## src/hdl/lirs_pkg.sv

```systemverilog
// Shared types and constants for the linear interpolation resampler.
package lirs_pkg;

  localparam int SAMPLE_W      = 16;
  localparam int STEP_W        = 25;
  localparam int FRAC_BITS_DEF = 16;
  localparam int FRAC_MAX      = 24;
  localparam int JOB_DEPTH     = 2;
  localparam int JOB_PTR_W     = $clog2(JOB_DEPTH);
  localparam int JOB_CNT_W     = $clog2(JOB_DEPTH + 1);

  localparam int CFG_ADDR_W = 3;
  localparam int CFG_DATA_W = 32;
  localparam int CFG_IDX_W  = CFG_ADDR_W - 2;

  localparam logic [STEP_W-1:0]    STEP_RESET     = STEP_W'(65536);
  localparam logic [CFG_IDX_W-1:0] REG_PHASE_STEP = CFG_IDX_W'(0);

  typedef logic signed [SAMPLE_W-1:0] sample_t;

  typedef struct packed {
    sample_t sample_in;
    logic    block_end;
  } in_word_t;

  typedef struct packed {
    sample_t sample_out;
    logic    run_last;
  } out_word_t;

  // One accepted word that has work for the back end.
  typedef struct packed {
    sample_t lo;
    sample_t hi;
    logic    interp;
    logic    hold;
  } job_t;

  // One output position issued by the sequencer to the datapath.
  typedef struct packed {
    logic                valid;
    sample_t             lo;
    sample_t             hi;
    logic [FRAC_MAX-1:0] frac;
    logic                last;
  } emit_t;

endpackage

```

## src/hdl/lirs_front.sv

```systemverilog
// Front end: accepts input words, tracks the previous sample and queues jobs.
module lirs_front (
  input  logic               clk,
  input  logic               rst_n,
  input  logic               in_valid,
  output logic               in_ready,
  input  lirs_pkg::in_word_t in_data,
  input  logic               job_full,
  output logic               job_push,
  output lirs_pkg::job_t     job
);
  import lirs_pkg::*;

  sample_t prev_r, prev_nxt;
  logic    have_prev_r, have_prev_nxt;
  logic    accept;

  assign in_ready = !job_full;
  assign accept   = in_valid && in_ready;

  // A first sample that does not end a block produces nothing, so it is not queued.
  assign job_push   = accept && (have_prev_r || in_data.block_end);
  assign job.lo     = prev_r;
  assign job.hi     = in_data.sample_in;
  assign job.interp = have_prev_r;
  assign job.hold   = in_data.block_end;

  always_comb begin
    prev_nxt      = prev_r;
    have_prev_nxt = have_prev_r;
    if (accept) begin
      if (in_data.block_end) begin
        prev_nxt      = '0;
        have_prev_nxt = 1'b0;
      end else begin
        prev_nxt      = in_data.sample_in;
        have_prev_nxt = 1'b1;
      end
    end
  end

  always_ff @(posedge clk) begin
    prev_r <= prev_nxt;
    if (!rst_n) begin
      have_prev_r <= 1'b0;
    end else begin
      have_prev_r <= have_prev_nxt;
    end
  end

endmodule

```

## src/hdl/lirs_job_fifo.sv

```systemverilog
// Short job queue between the front end and the sequencer.
module lirs_job_fifo (
  input  logic           clk,
  input  logic           rst_n,
  input  logic           push,
  input  lirs_pkg::job_t push_job,
  input  logic           pop,
  output lirs_pkg::job_t head_job,
  output logic           full,
  output logic           empty
);
  import lirs_pkg::*;

  job_t                 slot_r [JOB_DEPTH];
  logic [JOB_PTR_W-1:0] wr_ptr_r, wr_ptr_nxt;
  logic [JOB_PTR_W-1:0] rd_ptr_r, rd_ptr_nxt;
  logic [JOB_CNT_W-1:0] count_r, count_nxt;

  assign full     = (count_r == JOB_CNT_W'(JOB_DEPTH));
  assign empty    = (count_r == '0);
  assign head_job = slot_r[rd_ptr_r];

  always_comb begin
    wr_ptr_nxt = wr_ptr_r;
    rd_ptr_nxt = rd_ptr_r;
    count_nxt  = count_r;
    if (push) begin
      wr_ptr_nxt = (wr_ptr_r == JOB_PTR_W'(JOB_DEPTH - 1)) ? '0 : wr_ptr_r + 1'b1;
    end
    if (pop) begin
      rd_ptr_nxt = (rd_ptr_r == JOB_PTR_W'(JOB_DEPTH - 1)) ? '0 : rd_ptr_r + 1'b1;
    end
    case ({push, pop})
      2'b10:   count_nxt = count_r + 1'b1;
      2'b01:   count_nxt = count_r - 1'b1;
      default: count_nxt = count_r;
    endcase
  end

  always_ff @(posedge clk) begin
    if (push) begin
      slot_r[wr_ptr_r] <= push_job;
    end
  end

  always_ff @(posedge clk) begin
    if (!rst_n) begin
      wr_ptr_r <= '0;
      rd_ptr_r <= '0;
      count_r  <= '0;
    end else begin
      wr_ptr_r <= wr_ptr_nxt;
      rd_ptr_r <= rd_ptr_nxt;
      count_r  <= count_nxt;
    end
  end

endmodule

```

## src/hdl/lirs_back.sv

```systemverilog
// Sequencer: walks the output position across each interval of a job.
module lirs_back #(
  parameter int FRAC_BITS = lirs_pkg::FRAC_BITS_DEF
) (
  input  logic                          clk,
  input  logic                          rst_n,
  input  logic [lirs_pkg::STEP_W-1:0]   phase_step,
  input  logic                          job_valid,
  input  lirs_pkg::job_t                job_in,
  output logic                          job_pop,
  input  logic                          mix_ready,
  output lirs_pkg::emit_t               emit
);
  import lirs_pkg::*;

  localparam logic [STEP_W:0]   UNITY      = (STEP_W + 1)'(1) << FRAC_BITS;
  localparam logic [STEP_W-1:0] STEP_FLOOR = STEP_W'(UNITY >> 4);

  typedef enum logic [2:0] {
    ST_IDLE   = 3'b001,
    ST_INTERP = 3'b010,
    ST_HOLD   = 3'b100
  } state_t;

  state_t            state_r, state_nxt;
  logic [STEP_W-1:0] pos_r, pos_nxt;
  job_t              job_r, job_nxt;

  logic [STEP_W-1:0] step_eff;
  logic [STEP_W:0]   pos_ext;
  logic [STEP_W:0]   sum;
  logic [STEP_W:0]   wrapped;
  logic [STEP_W:0]   skipped;
  logic              in_range;
  logic              crossed;
  logic              hold_empty;

  assign step_eff   = (phase_step < STEP_FLOOR) ? STEP_FLOOR : phase_step;
  assign pos_ext    = {1'b0, pos_r};
  assign sum        = pos_ext + {1'b0, step_eff};
  assign wrapped    = sum - UNITY;
  assign skipped    = pos_ext - UNITY;
  assign in_range   = (pos_ext < UNITY);
  assign crossed    = (sum >= UNITY);
  // After the interpolated interval, the hold interval is empty when the
  // wrapped position already lies past it.
  assign hold_empty = (wrapped >= UNITY);

  // A step is at least one sixteenth of unity, so an interval ends on its own
  // after at most sixteen positions.
  always_comb begin
    state_nxt  = state_r;
    pos_nxt    = pos_r;
    job_nxt    = job_r;
    job_pop    = 1'b0;
    emit.valid = 1'b0;
    emit.lo    = job_r.lo;
    emit.hi    = job_r.hi;
    emit.frac  = FRAC_MAX'(pos_r[FRAC_BITS-1:0]);
    emit.last  = 1'b0;
    case (state_r)
      ST_IDLE: begin
        if (job_valid) begin
          job_pop   = 1'b1;
          job_nxt   = job_in;
          state_nxt = job_in.interp ? ST_INTERP : ST_HOLD;
        end
      end
      ST_INTERP: begin
        if (in_range) begin
          if (mix_ready) begin
            emit.valid = 1'b1;
            emit.last  = crossed && (!job_r.hold || hold_empty);
            if (crossed) begin
              pos_nxt   = wrapped[STEP_W-1:0];
              state_nxt = job_r.hold ? ST_HOLD : ST_IDLE;
            end else begin
              pos_nxt = sum[STEP_W-1:0];
            end
          end
        end else begin
          pos_nxt   = skipped[STEP_W-1:0];
          state_nxt = job_r.hold ? ST_HOLD : ST_IDLE;
        end
      end
      ST_HOLD: begin
        emit.lo   = job_r.hi;
        emit.frac = '0;
        if (in_range) begin
          if (mix_ready) begin
            emit.valid = 1'b1;
            emit.last  = crossed;
            if (crossed) begin
              pos_nxt   = '0;
              state_nxt = ST_IDLE;
            end else begin
              pos_nxt = sum[STEP_W-1:0];
            end
          end
        end else begin
          pos_nxt   = '0;
          state_nxt = ST_IDLE;
        end
      end
      default: begin
        state_nxt = ST_IDLE;
        pos_nxt   = '0;
      end
    endcase
  end

  always_ff @(posedge clk) begin
    job_r <= job_nxt;
    if (!rst_n) begin
      state_r <= ST_IDLE;
      pos_r   <= '0;
    end else begin
      state_r <= state_nxt;
      pos_r   <= pos_nxt;
    end
  end

endmodule

```

## src/hdl/lirs_mix.sv

```systemverilog
// Interpolation datapath: multiply stage, round-toward-zero stage, output register.
module lirs_mix #(
  parameter int FRAC_BITS = lirs_pkg::FRAC_BITS_DEF
) (
  input  logic                clk,
  input  logic                rst_n,
  input  lirs_pkg::emit_t     emit,
  output logic                ready,
  output logic                out_valid,
  input  logic                out_ready,
  output lirs_pkg::out_word_t out_data
);
  import lirs_pkg::*;

  localparam int               PW   = SAMPLE_W + FRAC_BITS + 2;
  localparam logic [PW-1:0]    BIAS = (PW'(1) << FRAC_BITS) - PW'(1);

  logic                 s1_valid_r;
  sample_t              s1_lo_r;
  logic signed [PW-1:0] s1_prod_r;
  logic                 s1_last_r;
  logic                 out_valid_r;
  out_word_t            out_data_r;

  logic signed [SAMPLE_W:0]    diff;
  logic signed [FRAC_BITS:0]   frac_s;
  logic signed [PW-1:0]        prod;
  logic signed [PW-1:0]        base;
  logic signed [PW-1:0]        acc;
  logic signed [PW-1:0]        adj;
  logic signed [PW-1:0]        quot;

  assign ready     = !out_valid_r || out_ready;
  assign out_valid = out_valid_r;
  assign out_data  = out_data_r;

  // lo*(1-f) + hi*f is rewritten as lo*unity + (hi-lo)*f.
  assign diff   = $signed({emit.hi[SAMPLE_W-1], emit.hi}) - $signed({emit.lo[SAMPLE_W-1], emit.lo});
  assign frac_s = $signed({1'b0, emit.frac[FRAC_BITS-1:0]});
  assign prod   = diff * frac_s;

  // The exact value lies between the two samples, so truncation stays in range.
  assign base = $signed({{(FRAC_BITS + 2){s1_lo_r[SAMPLE_W-1]}}, s1_lo_r}) <<< FRAC_BITS;
  assign acc  = base + s1_prod_r;
  assign adj  = acc[PW-1] ? (acc + $signed(BIAS)) : acc;
  assign quot = adj >>> FRAC_BITS;

  always_ff @(posedge clk) begin
    if (ready && emit.valid) begin
      s1_lo_r   <= emit.lo;
      s1_prod_r <= prod;
      s1_last_r <= emit.last;
    end
    if (ready && s1_valid_r) begin
      out_data_r.sample_out <= quot[SAMPLE_W-1:0];
      out_data_r.run_last   <= s1_last_r;
    end
    if (!rst_n) begin
      s1_valid_r  <= 1'b0;
      out_valid_r <= 1'b0;
    end else if (ready) begin
      s1_valid_r  <= emit.valid;
      out_valid_r <= s1_valid_r;
    end
  end

endmodule

```

## src/hdl/linear_interp_resampler_core.sv

```systemverilog
// Top level of the linear interpolation resampler: config register and block wiring.
//
//   channel  | direction | handshake             | word
//   in_      | input     | in_valid / in_ready   | in_data  (sample_in, block_end)
//   out_     | output    | out_valid / out_ready | out_data (sample_out, run_last)
//   config   | APB write | psel, penable, pwrite | phase_step at byte address 0
//
// An input word is accepted and, when it has work, queued as a job. The
// sequencer picks up a job, then issues one output position per cycle while
// the datapath is ready; an interval whose start already lies past its end is
// skipped. Each position then passes the multiply and rounding stages to
// out_data. Reset is synchronous and active low; phase_step returns to 65536
// (unity) and there is no clearing pass. A stall on out_ready freezes the
// datapath and stops the sequencer issuing positions, while the front end
// keeps taking words until the two-entry job queue is full.
module linear_interp_resampler_core #(
  parameter int FRAC_BITS = lirs_pkg::FRAC_BITS_DEF
) (
  input  logic                              clk,
  input  logic                              rst_n,
  input  logic                              in_valid,
  output logic                              in_ready,
  input  lirs_pkg::in_word_t                in_data,
  output logic                              out_valid,
  input  logic                              out_ready,
  output lirs_pkg::out_word_t               out_data,
  input  logic                              psel,
  input  logic                              penable,
  input  logic                              pwrite,
  input  logic [lirs_pkg::CFG_ADDR_W-1:0]   paddr,
  input  logic [lirs_pkg::CFG_DATA_W-1:0]   pwdata,
  output logic [lirs_pkg::CFG_DATA_W-1:0]   prdata,
  output logic                              pready
);
  import lirs_pkg::*;

  // Configuration register. User writes only while idle; not enforced by the block.
  logic [STEP_W-1:0]    phase_step_r, phase_step_nxt;
  logic [CFG_IDX_W-1:0] reg_idx;
  logic                 cfg_write;

  assign pready    = 1'b1;
  assign reg_idx   = paddr[CFG_ADDR_W-1:2];
  assign cfg_write = psel && penable && pwrite && pready && (reg_idx == REG_PHASE_STEP);
  assign prdata    = (reg_idx == REG_PHASE_STEP) ? CFG_DATA_W'(phase_step_r) : '0;

  always_comb begin
    phase_step_nxt = phase_step_r;
    if (cfg_write) begin
      phase_step_nxt = pwdata[STEP_W-1:0];
    end
  end

  always_ff @(posedge clk) begin
    if (!rst_n) begin
      phase_step_r <= STEP_RESET;
    end else begin
      phase_step_r <= phase_step_nxt;
    end
  end

  // Front end classifies each word: interpolate against the previous sample,
  // hold the last sample of a block, both, or neither (no job is queued).
  job_t  push_job;
  job_t  head_job;
  logic  job_push;
  logic  job_pop;
  logic  job_full;
  logic  job_empty;
  emit_t emit;
  logic  mix_ready;

  lirs_front u_front (
    .clk      (clk),
    .rst_n    (rst_n),
    .in_valid (in_valid),
    .in_ready (in_ready),
    .in_data  (in_data),
    .job_full (job_full),
    .job_push (job_push),
    .job      (push_job)
  );

  lirs_job_fifo u_fifo (
    .clk      (clk),
    .rst_n    (rst_n),
    .push     (job_push),
    .push_job (push_job),
    .pop      (job_pop),
    .head_job (head_job),
    .full     (job_full),
    .empty    (job_empty)
  );

  // The sequencer owns the output position; it issues one per cycle while mix_ready.
  lirs_back #(
    .FRAC_BITS (FRAC_BITS)
  ) u_back (
    .clk        (clk),
    .rst_n      (rst_n),
    .phase_step (phase_step_r),
    .job_valid  (!job_empty),
    .job_in     (head_job),
    .job_pop    (job_pop),
    .mix_ready  (mix_ready),
    .emit       (emit)
  );

  // The datapath ends in the output register that parts the two sides.
  lirs_mix #(
    .FRAC_BITS (FRAC_BITS)
  ) u_mix (
    .clk       (clk),
    .rst_n     (rst_n),
    .emit      (emit),
    .ready     (mix_ready),
    .out_valid (out_valid),
    .out_ready (out_ready),
    .out_data  (out_data)
  );

`ifndef ASSERT_OFF
  // The front end must never queue a job into a full queue.
  a_no_overflow: assert property (@(posedge clk) disable iff (!rst_n)
    job_push |-> !job_full)
    else $error("job queue overflow");

  // The sequencer must only pick up a job that is present.
  a_no_underflow: assert property (@(posedge clk) disable iff (!rst_n)
    job_pop |-> !job_empty)
    else $error("job queue underflow");

  // A position is issued only when the datapath advances, so none is dropped.
  a_issue_gated: assert property (@(posedge clk) disable iff (!rst_n)
    emit.valid |-> mix_ready)
    else $error("position issued into a stalled datapath");

  // An issued position passes the s1 stage into the output register; while the
  // output stays empty on the way, it must show up valid.
  a_issue_reaches_out: assert property (@(posedge clk) disable iff (!rst_n)
    (emit.valid && !out_valid) ##1 (!out_valid) |=> out_valid)
    else $error("issued position lost in the datapath");
`endif

endmodule

```

## config.mk

```make
export PLATFORM = sky130hd
export DESIGN_NAME = linear_interp_resampler_core
export DESIGN_NICKNAME = d
export VERILOG_FILES = /design/src/hdl/lirs_pkg.sv /design/src/hdl/lirs_front.sv /design/src/hdl/lirs_job_fifo.sv /design/src/hdl/lirs_back.sv /design/src/hdl/lirs_mix.sv /design/src/hdl/linear_interp_resampler_core.sv
export SDC_FILE = /design/constraint.sdc
export NUM_CORES = 1
export LEC_CHECK = 0
export BUFFER_PORTS_ARGS = -buffer_cell sky130_fd_sc_hd__buf_2
export CAP_MARGIN = 15
export CORE_AREA = 3 3 229 231
export CTS_CLUSTER_DIAMETER = 50
export CTS_CLUSTER_SIZE = 30
export DETAILED_ROUTE_END_ITERATION = 10
export DIE_AREA = 0 0 232 234
export GPL_TIMING_DRIVEN = 0
export PLACE_DENSITY_LB_ADDON = 0.3
export SYNTH_ARGS = -nofsm -noshare
export SYNTH_HDL_FRONTEND = slang
export SYNTH_SLANG_ARGS = --single-unit
```

## constraint.sdc

```tcl
create_clock -name clk -period 16.2 [get_ports clk]
set_input_delay 1.62 -clock clk [delete_from_list [all_inputs] [get_ports clk]]
set_output_delay 1.62 -clock clk [all_outputs]
set_load 0.005 [all_outputs]
```

## Word level (Yosys, flattened, before mapping)

Memories as Yosys holds them, arrays and structs flattened. A register that Yosys moved wholly into a read port is not among the register bits.
Index checks and enable logic that the tools add are counted.

- Output and inout bits: 52
- Memories kept: 1
- Logic and storage cells: 108
- Register bits after elaboration: 177
- Memory bits (writable): 68

Memories:

| memory | depth | bits a word | read ports | clocked after memory_dff | wr ports | line | RTL |
|---|---|---|---|---|---|---|---|
| u_fifo.slot_r | 2 | 34 | 1 | 1 | 1 | lirs_job_fifo.sv:14 | `job_t slot_r [JOB_DEPTH];` |

- Multipliers: 1
- Muxes and demuxes: 40
- Equality and inequality tests: 11
- Reductions and logical operators: 20
- Bitwise logic cells: 3
- Magnitude comparators: 4
- $add $sub $neg: 10

Operators with widths:

| kind | count |
|---|---|
| $mux 25 | 8 |
| $pmux 25 s3 | 1 |
| $ge 26x17->1 const B | 2 |
| $add 32x34->34 | 1 |
| $mul 17x17->34 | 1 |
| $add 32x17->32 const B | 1 |
| $mux 16 | 2 |
| $mux 32 | 1 |
| $mux 3 | 9 |
| $add 25x25->26 | 1 |
| $sub 26x17->26 const B | 1 |
| $lt 25x13->1 const B | 1 |
| $lt 25x17->1 const B | 1 |
| $sub 25x17->25 const B | 1 |
| $sub 16x16->17 | 1 |
| $mux 1 | 16 |
| $pmux 3 s3 | 1 |
| $logic_and 1x1->1 | 8 |
| $ne 3x2->1 const B | 2 |
| $ne 3x3->1 const B | 2 |
| $reduce_and 5->1 | 1 |
| $eq 2x2->1 const B | 2 |
| $pmux 2 s2 | 1 |
| $eq 3x1->1 const B | 1 |
| 16 further kinds | 23 |

## Longest topological paths before layout

Gate-level depths: netlist (run 1).

- Word-level depth: 10
- Depth in mapped cells: 43
- Gate-level depth less buffers: 37

## Modules after synthesis

From an unflattened synthesis (run 1), not the netlist that was laid out.

- Cell total of the unflattened synthesis: 2480
- Area, all modules: 24479.7 um^2

By module, submodules not included:

| module | instances | area an instance (um^2) | cells each | sequential area each (um^2) |
|---|---|---|---|---|
| lirs_mix | 1 | 15050.7 | 1589 | 2082.0 |
| lirs_back | 1 | 4703.3 | 558 | 1551.5 |
| lirs_job_fifo | 1 | 2661.3 | 128 | 2142.1 |
| linear_interp_resampler_core | 1 | 1275.0 | 148 | 500.5 |
| lirs_front | 1 | 789.5 | 57 | 500.5 |

## Least setup slack after synthesis (run 1)

OpenSTA, ideal clock, no wires.

- Path kind: reg2reg
- Start point: register u_back.state_r[1]
- End point: register u_mix.s1_prod_r[32], data pin
- Path buffers: 6
- Data required time: 15.943 ns
- Arrival time: 10.034 ns
- Clock period less this slack: 10.292 ns
- Stages on the path, launching flop included: 41
- Slack: 5.908 ns
- Library setup time: 0.257 ns
- Cells stage by stage: dfxtp_1 > clkbuf_1 > or3b_1 > buf_2 > clkbuf_1 > clkbuf_1 > buf_1 > clkbuf_1 > o21ai_0 > ha_1 > fa_1 > nand2b_1 > o221ai_1 > a21oi_1 > a32o_1 > a21oi_2 > a31oi_1 > o21ai_1 > [... 5 more ...] > fa_1 > fa_1 > inv_1 > fa_1 > fa_1 > inv_1 > fa_1 > inv_1 > ha_1 > and4_1 > a221o_1 > nor3_1 > a21oi_1 > a41oi_1 > a21oi_1 > a41o_1 > o41a_1 > xor2_1

RTL lines:

| element | line | RTL |
|---|---|---|
| start: declaration | lirs_back.sv:25 | `state_t state_r, state_nxt;` |
| start signal: assignment | lirs_back.sv:118 | `state_r <= state_nxt;` |
| end signal: assignment | lirs_mix.sv:51 | `s1_prod_r <= prod;` |
| end: declaration | lirs_mix.sv:20 | `logic signed [PW-1:0] s1_prod_r;` |

==> reports/summary.txt, run 1 <==
Synth Instances = 2458
pin count of the biggest net entering global routing = 32
Initial Utilization = 47.14%
final setup violation count = 0
Worst-path clk slew = 80 ps
# resized after CTS = 0
hold buffers post-CTS = 0
# DRC = 0
total wire length = 59360 um
Sum Neg Setup Slack = 0 ps
part of the power in registers = 29.0%
Crit-path slowest cell = xor2_1
Final Instance Area = 26220 sq um
Total GRT Usage = 22.09%
Clk pwr share = 22.6%
RR Startpoint = u_back.state_r[1]$_SDFFE_PN0P_
fill count = 4630
final count of hold timing violations = 0
Worst Clk Skew = 15.92 ps
Hold/Removal Path Class = reg -> reg
Hold Path Depth = 0
DR vias = 17446
number of synthesized flops with an enable pin = 185
part of the cycle the worst path needs = 79.60%
DR vias/cell = 5.309
register area share after synthesis = 28.60%
FF+latch area = 6777 sq um
crit-path max cell delay = 790 ps
fin nets = 3074
switching pwr = 0.001387 W
Core ar. = 50270 sq um
Congestion Overflow GR = 0
Tmin final = 12900 ps
top post-synthesis cells by count = 403 x inv_1, 299 x nand2_1, 276 x fa_1
Worst-Skew Late Latency = 580 ps
area grow syn2layout = 10.65%
async set-reset flop share out of synthesis = 0%
most frequent CP cell = fa_1
hold endpoint = u_mix.out_data[0]$_DFFE_PP_
Worst Setup End Kind = flop
Distinct cells, synth = 106
yosys synthesis warning count = 0
HP Start = u_mix.s1_last_r$_DFFE_PP_
hpwl dp = 49050 um
ys flop type = edfxtp_1
Rows = 82
status = completed
first drt pass iteration count = 5
TritonCTS clock tree = done
top cell type's share of synthesized area = 23.44%
Cell Int Power = 0.001627 W
Die Y = 234 um
crit path kind = reg -> reg
unrepaired setup endpoints after global routing = false
CTS HTree Levels = 1
DIE AREA = 54290 sq um
Max Cap Violations = 0
vias in the first global route = 17692
reg-to-reg slack, setup = 3300 ps
dpl cell area = 25190 sq um
WL per Instance = 18.06 um
crit-path max FO = 10
Worst R2R End = u_mix.s1_prod_r[33]$_DFFE_PP_
first-pass GRT wire length = 94670 um
count leader, synth = inv_1
Worst VDD drop = 122.4 uV
I/O pins = 111
port bufs = 93
Final GP Congestion = 0.9967
achievable clock frequency = 0.07755 GHz
Finished Layout Cells = 3286
sw frac = 46.02%
clock buffer depth = 3
synthesized area = 23700 sq um
post-synth top area cell = edfxtp_1
Slew Limit Fails = 0
Routed Antenna Nets = 0
Synth area leaders = edfxtp_1 23%, fa_1 23%, ha_1 7.7%, inv_1 6.4%, dfxtp_1 5.2%
# diodes = 0
setup bufs post-CTS = 0
delay-heaviest family, CP = adder cells
Cell Pwr Density = 114.9 nW/um^2
CP startpoint kind = flop
hold slack = 420.9 ps
layout cell share with drive strength beyond 1 = 10.18%
placed cells = 3234
Avg Synthesized Cell Area = 9.641 sq um
clk sinks = 246
Pleak = 11.63 nW
power share of the combinational group = 48.5%
Critical path buffers and inverters = 9
1st-iter DRT viols = 1208
R2R depth = 37
#FFs+latches synth = 246
clk root buf = clkbuf_16
CP required = 16500 ps
Multi-input gate area = 15050 sq um
die width = 232 um
Slew @ Worst Pin = 1223 ps
Worst Path Arrival = 13190 ps
CTS Buf Count = 27
max_slew headroom = 17.87%
antenna violations before repair = 1
-- state kept, by name (all words and copies together), names as in the netlist, 2 cells and up, named ones only --
register and cells:
u_back.state_r 3, u_back.pos_r 25, u_fifo.slot_r 68, phase_step_r 25, u_mix.out_data 17, u_back.emit 16, u_fifo.count_r 2, u_mix.s1_prod_r 34
u_front.prev_r 16, u_back.job_r 17, u_mix.s1_lo_r 16
-- cell families (layout without fill, tap and decap cells) --
kind of cell / Yosys count / count (layout) / share of synthesized area (%)
buffers and inverters: 494 / 644 / 8.200
AO/OA/AOI/OAI: 350 / 350 / 10.18
adder cells (fa/ha/maj): 426 / 426 / 31.19
AND/OR/NAND/NOR: 783 / 783 / 15.53
flip-flops: 246 / 246 / 28.60
XOR/XNOR: 113 / 113 / 4.240
other: 2 / 8 / 0.03169
multiplexers: 44 / 44 / 2.033
-- metrics by stage --
stage / total power [W] / utilization, % / setup WS [ps]
finish: 0.003014 / 52.16 / 3305
floorplan: 0.001787 / - / 5908
global placement: 0.002273 / 49.78 / 3167
global route: 0.003171 / 52.16 / 2478
CTS: 0.003002 / 52.13 / 3351
detailed placement: 0.002310 / 50.10 / 3378
-- per-layer routing --
metal  routed length, um  global-route usage (%)  vias up
li1                    -                       -     8307
met1               26200                   30.05     8626
met2               27860                   37.05      418
met3                3359                   3.474       95
met4                1938                   5.868        0
met5                   0                       0        -
-- layout make-up --
cell class	instances	share of cell area, %
plain buffers	91	1.641
repair buffers	100	2.271
inverters	403	5.769
clock inverters	21	1.164
clock buffers	29	2.725
flip-flops and latches	246	25.84
multi-input cells	1724	57.38
well taps	672	3.207
-- power groups by stage --
stage	clock network, W	logic, W	registers, W
2_1_floorplan	0	0.000916	0.000871
3_3_place_gp	0	0.00138	0.000891
3_5_place_dp	0	0.00142	0.000887
4_1_cts	0.000698	0.00143	0.000873
5_1_grt	0.000723	0.00157	0.000883
6_report	0.000680	0.00146	0.000873
-- how the worst max path moves through the flow --
stage / startpoint / depth (start not counted) / end
after floorplan: u_back.state_r[1]$_SDFFE_PN0P_ / 40 / u_mix.s1_prod_r[32]$_DFFE_PP_
after global placement: u_back.state_r[1]$_SDFFE_PN0P_ / 37 / u_mix.s1_prod_r[33]$_DFFE_PP_
after detailed placement: u_back.state_r[1]$_SDFFE_PN0P_ / 37 / u_mix.s1_prod_r[32]$_DFFE_PP_
after CTS: u_back.state_r[1]$_SDFFE_PN0P_ / 37 / u_mix.s1_prod_r[33]$_DFFE_PP_
after global routing: u_back.state_r[1]$_SDFFE_PN0P_ / 37 / u_mix.s1_prod_r[33]$_DFFE_PP_
final: u_back.state_r[1]$_SDFFE_PN0P_ / 37 / u_mix.s1_prod_r[33]$_DFFE_PP_
-- cells in the final DEF, fill, tap and decap left out, types with 58 or more instances in the layout --
master,count
a21oi_1,107
buf_2,98
clkbuf_1,70
dfxtp_1,61
edfxtp_1,185
fa_1,276
ha_1,146
inv_1,403
nand2_1,299
nor2_1,197
o21ai_0,58
xnor2_1,76
Power figures use the tool's default switching activity.
==> run 2, diff against run 1 <==
Clock period 16.2 ns to 13.42 ns, I/O delays scaled along.
==> reports/summary.txt, run 2 (synthesized netlist as in run 1, its figures left out) <==
hpwl dp = 49050 um
Cell Int Power = 0.001973 W
reg-to-reg slack, setup = 730 ps
Worst Path Arrival = 12990 ps
most frequent cells in the layout = 403 x inv_1, 299 x nand2_1, 276 x fa_1, 197 x nor2_1, 185 x edfxtp_1
Max Cap Violations = 0
clk root buf = clkbuf_16
Finished Layout Cells = 3286
power share of the combinational group = 48.7%
crit path kind = reg -> reg
switching pwr = 0.001685 W
Worst VDD drop = 147.6 uV
final count of hold timing violations = 0
placed cells = 3234
hold endpoint = u_mix.out_data[0]$_DFFE_PP_
clk sinks = 246
CP startpoint kind = flop
Pleak = 11.63 nW
Die Y = 234 um
antenna violations before repair = 1
Worst Setup End Kind = flop
Clk pwr share = 22.4%
crit-path max cell delay = 550 ps
WL per Instance = 18.08 um
# DRC = 0
Core ar. = 50270 sq um
Hold/Removal Path Class = reg -> reg
area grow syn2layout = 10.77%
Crit-path slowest cell = clkbuf_1
Initial Utilization = 47.14%
CTS Buf Count = 27
layout cell share with drive strength beyond 1 = 10.29%
die width = 232 um
CP required = 13720 ps
R2R depth = 41
part of the power in registers = 28.8%
I/O pins = 111
commonest non-fill, non-tap cell in the layout = inv_1
hold buffers post-CTS = 0
Routed Antenna Nets = 0
first drt pass iteration count = 5
part of the cycle the worst path needs = 94.52%
final setup violation count = 0
crit-path max FO = 10
Hold Path Depth = 0
Final GP Congestion = 0.9967
unrepaired setup endpoints after global routing = false
DR vias = 17405
max FFs per register = 68
Tmin final = 12690 ps
Worst-Skew Late Latency = 580 ps
total wire length = 59410 um
vias in the first global route = 17692
pin count of the biggest net entering global routing = 32
Slew @ Worst Pin = 1196 ps
Slew Limit Fails = 0
HP Start = u_mix.s1_last_r$_DFFE_PP_
first-pass GRT wire length = 94670 um
min setup slack post-route = 734.8 ps
CTS HTree Levels = 1
biggest registers after layout = u_fifo.slot_r: 68 flops, u_mix.s1_prod_r: 34 flops
TritonCTS clock tree = done
fin nets = 3074
clock buffer depth = 3
achievable clock frequency = 0.07883 GHz
Worst setup startpoint = u_back.state_r[1]$_SDFFE_PN0P_
Worst-path clk slew = 80 ps
Biggest register = u_fifo.slot_r
DIE AREA = 54290 sq um
DR vias/cell = 5.297
max_slew headroom = 19.66%
pre-CTS setup slack = 597.7 ps
Congestion Overflow GR = 0
most frequent CP cell = fa_1
Total GRT Usage = 22.09%
RR Startpoint = u_back.state_r[1]$_SDFFE_PN0P_
Worst R2R End = u_mix.s1_prod_r[33]$_DFFE_PP_
port bufs = 93
Worst Clk Skew = 14.85 ps
status = completed
# diodes = 0
Rows = 82
1st-iter DRT viols = 1176
Sum Neg Setup Slack = 0 ps
Cell Pwr Density = 139.3 nW/um^2
sw frac = 46.07%
## run 2: changes by cell type in the layout (fill, tap and decap cells not counted)
cell	change
xor2_1	-2
xor2_2	+2
clkbuf_1	-1
clkbuf_2	+1
xnor2_2	-1
xnor2_4	+1
## run 2: stage by stage
step           hold slack [ps]  total power [W]  utilization, %  instance area (sq um)
2_1_floorplan            400.3         0.002158               -                  23720
6_report                 419.6         0.003657           52.21                  26250
3_5_place_dp             428.4         0.002789           50.10                  25190
3_3_place_gp             402.9         0.002744           49.78                  25030
4_1_cts                  427.5         0.003624           52.13                  26210
5_1_grt                  434.2         0.003845           52.21                  26250
## run 2: per-layer routing
| layer | wire (um) | share of wire [%] | global-route usage [%] |
|---|---|---|---|
| met1 | 26170 | 44 | 30.05 |
| met2 | 27780 | 47 | 37.05 |
| met3 | 3479 | 5.9 | 3.474 |
| met4 | 1985 | 3.3 | 5.868 |
| met5 | 0 | 0 | 0 |
## run 2: worst max-delay path by stage
stage / to / slack, ps / depth (start not counted)
6_report: u_mix.s1_prod_r[33]$_DFFE_PP_ / 730 / 41
5_1_grt: u_mix.s1_prod_r[33]$_DFFE_PP_ / 10 / 41
4_1_cts: u_mix.s1_prod_r[33]$_DFFE_PP_ / 570 / 37
3_5_place_dp: u_mix.s1_prod_r[32]$_DFFE_PP_ / 600 / 37
3_3_place_gp: u_mix.s1_prod_r[33]$_DFFE_PP_ / 390 / 37
2_1_floorplan: u_mix.s1_prod_r[32]$_DFFE_PP_ / 3130 / 40
## run 2: critical path: cells and delay by family, from the launching register on
family | cells | cell delay [ps]
simple gates | 6 | 900
compound gates | 15 | 3880
fa+ha+maj | 9 | 4150
buf+inv | 10 | 3020
xor+xnor | 1 | 100
flops | 1 | 310
## run 2: area by class of cell
cell class                      count  area, sq um
Tap cell                          672        840.8
Timing Repair Buffer              100        595.6
Fill cell                        4629        24020
Inverter                          403         1513
Buffer                             91        431.7
Multi-Input combinational cell   1724        15070
Clock inverter                     21        305.3
Sequential cell                   246         6777
Clock buffer                       29        714.4
## run 2: power groups by stage
stage	clock network, W	logic [W]	registers, W
2_1_floorplan	0	0.00111	0.00105
6_report	0.000821	0.00178	0.00105
3_5_place_dp	0	0.00172	0.00107
5_1_grt	0.000872	0.00191	0.00107
3_3_place_gp	0	0.00167	0.00108
4_1_cts	0.000842	0.00173	0.00105
## run 2: what timing repair did
| action | 4_1_cts | 5_1_grt |
|---|---|---|
| resized for setup | 0 | 5 |
| endpoints found under the setup margin | 0 | 3 |
| buffers inserted | 0 | 0 |
==> run 3, diff against run 2 <==
Settings changed: CORE_AREA 3 3 229 231 to 3 3 248 250, DIE_AREA 0 0 232 234 to 0 0 251 253.
Clock period 13.42 ns to 13.25 ns, I/O delays scaled along.
==> reports/summary.txt, run 3 (synthesized netlist as in run 1, its figures left out) <==
status = completed
CTS Buf Count = 28
total power = 0.003680 W
Worst Path Arrival = 12770 ps
Biggest register = u_fifo.slot_r
biggest registers after layout = u_fifo.slot_r: 68 flops, u_mix.s1_prod_r: 34 flops
Sum Neg Setup Slack = 0 ps
crit-path max FO = 10
# diodes = 0
hpwl dp = 50210 um
DR vias = 17269
CTS HTree Levels = 1
Total GRT Usage = 18.65%
antenna violations before repair = 2
most frequent cells in the layout = 403 x inv_1, 299 x nand2_1, 276 x fa_1, 197 x nor2_1, 185 x edfxtp_1
hold slack = 436.4 ps
Worst Setup End Kind = flop
Tmin final = 12470 ps
DIE AREA = 63500 sq um
most frequent CP cell = fa_1
Core ar. = 59240 sq um
WL per Instance = 17.47 um
final count of hold timing violations = 0
Rows = 89
Routed Antenna Nets = 0
layout cell share with drive strength beyond 1 = 10.44%
achievable clock frequency = 0.08016 GHz
I/O pins = 111
Worst-Skew Late Latency = 610 ps
unrepaired setup endpoints after global routing = false
Worst VDD drop = 156.0 uV
min setup slack post-route = 775.3 ps
clk sinks = 246
port bufs = 93
vias in the first global route = 17582
Worst Clk Skew = 70.12 ps
hold buffers post-CTS = 0
CP required = 13550 ps
final setup violation count = 0
Hold/Removal Path Class = reg -> reg
# DRC = 0
Die Y = 253 um
commonest non-fill, non-tap cell in the layout = inv_1
Slew Limit Fails = 0
max FFs per register = 68
Max Cap Violations = 0
crit-path max cell delay = 750 ps
Congestion Overflow GR = 0
DR vias/cell = 5.096
max_slew headroom = 20.49%
part of the cycle the worst path needs = 94.15%
Crit-path slowest cell = o21ai_0
first drt pass iteration count = 8
total wire length = 59220 um
first-pass GRT wire length = 94830 um
pin count of the biggest net entering global routing = 34
die width = 251 um
Final GP Congestion = 0.9422
1st-iter DRT viols = 1089
Cell Pwr Density = 139.3 nW/um^2
TritonCTS clock tree = done
fin nets = 3075
area grow syn2layout = 11.45%
CP startpoint kind = flop
Worst-path clk slew = 70 ps
Slew @ Worst Pin = 1184 ps
crit path kind = reg -> reg
clk root buf = clkbuf_16
Pleak = 11.64 nW
clock buffer depth = 3
Initial Utilization = 40.00%
pre-CTS setup slack = 173.2 ps
[run 3: changes by cell type in the layout (fill, tap and decap cells not counted), sizes merged]
cell    change
bufinv      -2
clkbuf      +2
buf         -2
inv         +2
clkinv      +2
[run 3: repair_timing]
item / 4_1_cts / 5_1_grt
resized for setup: 0 / 10
endpoints found under the setup margin: 0 / 10
setup buffers: 0 / 0
[run 3: final timing paths]
check | startpoint | endpoint | slack [ps] | cells past startpoint
hold reg to reg | u_mix.s1_last_r$_DFFE_PP_ | u_mix.out_data[0]$_DFFE_PP_ | 440 | 0
hold / removal | u_mix.s1_last_r$_DFFE_PP_ | u_mix.out_data[0]$_DFFE_PP_ | 440 | 0
setup reg to reg | u_back.state_r[1]$_SDFFE_PN0P_ | u_mix.s1_prod_r[32]$_DFFE_PP_ | 780 | 40
setup / recovery | u_back.state_r[1]$_SDFFE_PN0P_ | u_mix.s1_prod_r[32]$_DFFE_PP_ | 780 | 40
[run 3: area by class of cell]
| class | instances | area [sq um] |
|---|---|---|
| fill | 5753 | 32830 |
| multi-input combinational | 1724 | 15090 |
| sequential | 246 | 6777 |
| inverter | 403 | 1513 |
| tap | 773 | 967.2 |
| clock buffer | 29 | 704.4 |
| timing repair buffer | 100 | 608.1 |
| buffer | 91 | 434.2 |
| clock inverter | 23 | 316.6 |
[run 3: stage by stage]
step,cell area [sq um],std cells,util [%]
6_report,26410,3389,44.58
3_5_place_dp,25340,3336,42.77
3_3_place_gp,25150,3330,42.46
5_1_grt,26410,3389,44.58
2_1_floorplan,23720,2464,-
4_1_cts,26360,3388,44.49
[run 3: metal layers]
metal	part of all wire, %	global-route usage (%)
met1	45	25.01
met4	2.6	4.260
met2	47	31.97
met3	5.5	2.907
met5	0	0
[run 3: critical path: cells and delay by family (launching register included)]
kind | cells | cell delay (ps)
buffers and inverters | 10 | 2220
flip-flops | 1 | 300
AND/OR/NAND/NOR | 5 | 1040
adder cells (fa/ha/maj) | 9 | 4110
AO/OA/AOI/OAI | 15 | 4310
XOR/XNOR | 1 | 150
[run 3: power breakdown]
group | switching, W | leakage (nW) | internal (W) | total (W)
combinational | 0.00125 | 8.95 | 0.000538 | 0.00179
sequential | 0.0000675 | 2.20 | 0.00100 | 0.00107
clock | 0.000389 | 0.496 | 0.000429 | 0.000818
total | 0.00171 | 11.6 | 0.00197 | 0.00368
